### src/design/hdamp_pkg.sv
// Shared types, register indexes and the stride table of the prefetcher.
package hdamp_pkg;

   typedef struct packed {
      logic clear;
      logic latch;
      logic pscan;
      logic psel;
      logic pload;
      logic cscan;
      logic csel;
      logic cload;
      logic dstep;
      logic mstep;
      logic finish;
   } cmd_type;

   typedef struct packed {
      logic clr_done;
      logic scan_done;
      logic delta_go;
      logic delta_done;
      logic delta_any;
      logic map_done;
   } status_type;

   typedef struct packed {
      logic [35:0] tag;
      logic [63:0] amap;
      logic [63:0] pmap;
      logic [31:0] age;
   } page_row_type;

   localparam logic [2:0] CSR_MSHR_THRESHOLD = 3'd0;
   localparam logic [2:0] CSR_STRIDE_COUNT   = 3'd1;
   localparam logic [2:0] CSR_ACTIVE_PAGES   = 3'd2;
   localparam logic [2:0] CSR_MAP_DEGREE     = 3'd3;
   localparam logic [2:0] CSR_DELTA_DEGREE   = 3'd4;

   function automatic logic [3:0] stride_of(input logic [2:0] k);
      logic [3:0] s;
      unique case (k)
         3'd0: s = 4'd1;
         3'd1: s = 4'd2;
         3'd2: s = 4'd3;
         3'd3: s = 4'd4;
         3'd4: s = 4'd6;
         default: s = 4'd8;
      endcase
      return s;
   endfunction

endpackage

### src/design/hdamp_ctrl.sv
// Sequencer that steps the datapath through lookup, prediction and writeback.
module hdamp_ctrl (
   input  logic                  clock,
   input  logic                  reset,
   input  logic                  start,
   input  hdamp_pkg::status_type status,
   output hdamp_pkg::cmd_type    cmd,
   output logic                  idle
);

   typedef enum logic [3:0] {
      S_CLEAR, S_IDLE, S_PSCAN, S_PSEL, S_PLOAD, S_CSCAN, S_CSEL, S_CLOAD,
      S_DELTA, S_MAP, S_FIN
   } state_type;

   state_type state_ff;

   always_ff @(posedge clock) begin
      if (reset) begin
         state_ff <= S_CLEAR;
      end else begin
         unique case (state_ff)
            S_CLEAR: if (status.clr_done) state_ff <= S_IDLE;
            S_IDLE:  if (start) state_ff <= S_PSCAN;
            S_PSCAN: if (status.scan_done) state_ff <= S_PSEL;
            S_PSEL:  state_ff <= S_PLOAD;
            S_PLOAD: state_ff <= S_CSCAN;
            S_CSCAN: if (status.scan_done) state_ff <= S_CSEL;
            S_CSEL:  state_ff <= S_CLOAD;
            S_CLOAD: state_ff <= status.delta_go ? S_DELTA : S_MAP;
            S_DELTA: begin
               if (status.delta_done) state_ff <= status.delta_any ? S_FIN : S_MAP;
            end
            S_MAP:   if (status.map_done) state_ff <= S_FIN;
            S_FIN:   state_ff <= S_IDLE;
            default: state_ff <= S_IDLE;
         endcase
      end
   end

   always_comb begin
      cmd        = '0;
      cmd.clear  = (state_ff == S_CLEAR);
      cmd.latch  = (state_ff == S_IDLE) && start;
      cmd.pscan  = (state_ff == S_PSCAN);
      cmd.psel   = (state_ff == S_PSEL);
      cmd.pload  = (state_ff == S_PLOAD);
      cmd.cscan  = (state_ff == S_CSCAN);
      cmd.csel   = (state_ff == S_CSEL);
      cmd.cload  = (state_ff == S_CLOAD);
      cmd.dstep  = (state_ff == S_DELTA);
      cmd.mstep  = (state_ff == S_MAP);
      cmd.finish = (state_ff == S_FIN);
   end

   assign idle = (state_ff == S_IDLE);

endmodule

### config.mk
export PLATFORM = sky130hd
export DESIGN_NAME = hdamp_ctrl
export DESIGN_NICKNAME = d
export VERILOG_FILES = /design/src/design/hdamp_pkg.sv /design/src/design/hdamp_ctrl.sv
export SDC_FILE = /design/constraint.sdc
export NUM_CORES = 1
export LEC_CHECK = 0
export BUFFER_PORTS_ARGS = -buffer_cell sky130_fd_sc_hd__buf_2
export CAP_MARGIN = 20
export CORE_AREA = 2 2 39 41
export DETAILED_ROUTE_END_ITERATION = 10
export DIE_AREA = 0 0 41 43
export PLACE_DENSITY = 0.65
export SYNTH_ARGS = -nofsm -noshare
export SYNTH_HDL_FRONTEND = slang
export SYNTH_SLANG_ARGS = --single-unit
### constraint.sdc
create_clock -name clock -period 1.5 [get_ports clock]
set_input_delay 0.225 -clock clock [delete_from_list [all_inputs] [get_ports clock]]
set_output_delay 0.225 -clock clock [all_outputs]
set_load 0.02 [all_outputs]
Word level (Yosys, flattened, before mapping) --
Index checks and enable logic that the tools add are counted.
Operators by class: equal/unequal tests 16, multiplexer cells 9, bitwise logic cells 0, order comparisons 0, reductions and logical operators 3, multipliers 0, shift-type cells 0, divide/modulo/power cells 0, add/sub/neg operators 0
Operators by type and width (count):
- case mux 4 bit (10 select lines) | 1
- two-way mux 4 bit | 6
- equality test 4 x 3 -> 1 bit (second input constant) | 4
- equality test 4 bit (second input constant) | 3
- != test 2 bit (second input constant) | 6
- equality test 4 x 2 -> 1 bit (second input constant) | 2
- AND reduction 6 bit | 1
- equality test 4 x 1 -> 1 bit (second input constant) | 1
- logical NOT 4 bit | 1
- two-way mux 2 bit | 1
- logical AND 1 bit | 1
- two-way mux 1 bit | 1
Storage, ports and cells: register bits after elaboration 4, memories 0, ROM bits 0, RAM bits 0, output and inout bits 12, latch bits 0

Logic depth before layout (Yosys ltp) --
word-level depth 3, depth in mapped cells 5, mapped depth without buffers 4

Least setup slack after synthesis --
No wires, ideal clock.
path type reg-to-output, start register state_ff[3], end output cmd[9] in the netlist's numbering, stages on the path, launching flop included 5, path slack -0.182 ns, arrival 1.457 ns, required time 1.275 ns, cells stage by stage dfxtp_1 > buf_4 > buf_2 > nor3_1 > and2_1
RTL lines:
- start, declared | line hdamp_ctrl.sv:16 | state_type state_ff;
- start signal, assigned | line hdamp_ctrl.sv:30 | S_CLOAD: state_ff <= status.delta_go ? S_DELTA : S_MAP;
- start signal, assigned | line hdamp_ctrl.sv:32 | if (status.delta_done) state_ff <= status.delta_any ? S_FIN : S_MAP;
- end, declared | line hdamp_ctrl.sv:7 | output hdamp_pkg::cmd_type cmd,

==> impl_metrics.toml <==
[place]
placedCellCount = 89
place_area_um2 = 515
portBuffers = 20
place_hpwl_um = 755
globalplace.congestion = 0.769

[outcome]
outcome = "finished clean"

[setup_path]
r2r-end = "state_ff[0]"
r2r_setup_slack_ps = 190
cp_max_fo = 8
critPathArrivalTime_ps = 1240
reg2regPathDepth = 5
required_ps = 1270
r2r_start = "state_ff[0]"
path_class = "flip-flop to primary output"
cp-start-kind = "flip-flop"
endpoint_kind = "primary output"

[synth]
synth_top_family_by_area = "simple AND/OR/NAND/NOR gates"
syn_avg_cell_area_um2 = 7.21
synthAdderAreaFrac_pct = 0
syn-num-nets = 63
synth_seq_cells = 4
synth_compound_area_share_pct = 20.9
ys_seq_area_share_pct = 20.6
synthXorXnorAreaFrac_pct = 4.50
synth_cell_types = 22
yosysWarningCount = 0
synth_cells = 54
synthMuxAreaShare_pct = 5.14
synth-simple-area-share_pct = 37.9
syn-cell-area_um2 = 389

[sta]
fin_crit_sh_pct = 97.8
fmaxAchievable_mhz = 682
slew_headroom_pct = 84.5
fin_skew_ps = 6.27
worstMarginPinSlew_ps = 232
min_period_ps = 1470
rsz0062_at_grt = "yes"
hold_viol = 0
setup_viol = 0
drv_slew = 0
setup_tns_ps = 0

[job]
maxCapViolations = 0

[global_routing]
grt.total_usage_pct = 13.1
grt_first_pass_wirelength_mm = 1.51
antenna_found_initial = 0
grt_max_degree = 13
grt-ovfl-total = 0
grt_pass1_vias = 369

[floorplan]
die_x_um = 41
die_area_um2 = 1760
core_area_um2 = 1380
io_pins = 21
die_h_um = 43
start_util_pct = 28.1
row_count = 14

[cells_and_area]
fin_area_um2 = 599
drive_above_1_share_pct = 51.9
multi_input_area_um2 = 290
top_register = "state_ff"
area_growth_pct = 54.0
largest_reg_flops = 4
regArea_um2 = 95.1
utilization_pct = 43.3
final_cell_mix = "17 x buf_2, 10 x buf_4, 8 x nor2_1"
mostFrequentLayoutCell = "buf_2"
nets = 90
fillCellCount = 153
top_regs = "state_ff x4"
diodes = 0
instances_no_fill = 95

[detailed_routing]
post_drt_wl_per_cell_um = 11.2
dr_total_vias = 464
drc_errors = 0
drt-total-wl_mm = 1.06
drtIter0Drc = 3
avgViaCountPerCell = 4.88
drtAntennaViolNets = 0
first_pass_iters = 4

[cts]
cts_max_level = 1
cts_made_buffers = 3
cts_root_buffer = "clkbuf_4"
hold_buffers = 0
clkLatencyLatePin_ps = 240
cts.path.max_buffers = 2
path_clk_slew_ps = 40
cts.sinks = 4
cts_tree = "done"

[power_and_ir_drop]
ir_worst_vdd_v = 0.000712
leakage_nw = 0.285
power_density_nw_per_um2 = 1770

[min_path]
hp-start = "reset"
hold_depth = 2
hold_end = "state_ff[1]"
hold_path.class = "input port to flip-flop"
what timing repair did:
action	4_1_cts	5_1_grt
endpoints found under the setup margin	9	7
resized for setup	5	9
pin swaps	0	1
setup buffers	0	3
critical path, stage by stage, from the launching register on:
cell	delay (ps)
dfxtp_4	370
buf_6	140
nand2b_1	150
nor3_1	160
buf_2	190
metrics by stage:
stage | power, mW | hold slack (ps) | setup slack (ps)
after floorplan | 0.673 | 297 | 18.7
after global placement | 0.805 | 437 | 176
after detailed placement | 0.810 | 447 | 165
after CTS | 0.967 | 182 | 0.764
after global routing | 1.14 | 185 | -22.8
final | 1.06 | 185 | 33.6
how the worst max path moves through the flow:
| stage | endpoint | from | slack, ps | cells after the start |
|---|---|---|---|---|
| after floorplan | cmd[9] | state_ff[3] | 20 | 4 |
| after global placement | state_ff[0] | state_ff[2] | 180 | 4 |
| after detailed placement | cmd[9] | state_ff[2] | 170 | 4 |
| after CTS | cmd[3] | state_ff[1] | 0.8 | 3 |
| after global routing | cmd[6] | state_ff[0] | -20 | 4 |
| final | cmd[6] | state_ff[0] | 30 | 4 |
final cells by class:
class	count	area share (%)
sequential	4	15.9
multi-input combinational	44	48.4
clock buffer	3	3.76
timing repair buffer	28	28.6
tap	16	3.34
synth_stat cells:
library cell | n | area [um2]
and3b_1 | 1 | 8.76
xnor2_1 | 1 | 8.76
a21oi_1 | 4 | 20.0
buf_2 | 1 | 5.00
a21o_1 | 1 | 7.51
xor2_1 | 1 | 8.76
dfxtp_1 | 4 | 80.1
or2b_1 | 1 | 7.51
mux2i_1 | 2 | 20.0
o21ai_0 | 1 | 5.00
nand2_1 | 4 | 15.0
buf_4 | 5 | 37.5
nor3_1 | 8 | 40.0
nor4_1 | 1 | 6.26
nor3b_1 | 2 | 15.0
o21ai_2 | 1 | 8.76
nor2_1 | 8 | 30.0
and2_1 | 1 | 6.26
a311oi_1 | 2 | 17.5
nand2b_1 | 3 | 18.8
o211a_1 | 1 | 10.0
a22oi_2 | 1 | 12.5
where the power goes:
part	switching [mW]	leakage, nW	internal, mW
logic	0.358	0.236	0.335
registers	0.0694	0.0356	0.157
clock network	0.0529	0.0138	0.0901
total	0.480	0.285	0.582
cell families after synthesis:
group	count (synthesis)
and+or+nand+nor	29
muxes	2
AOI/OAI and AO/OA	11
DFF	4
xor gates and xnor gates	2
buffers and inverters	6
routing by layer:
layer	global-route usage (%)	vias to the layer above	share of wire [%]
li1	-	241	-
met4	12.0	0	1.3
met3	3.66	2	6.8
met2	15.9	13	46
met1	17.4	208	46
met5	0	-	0
(Power assumes the default switching activity.)
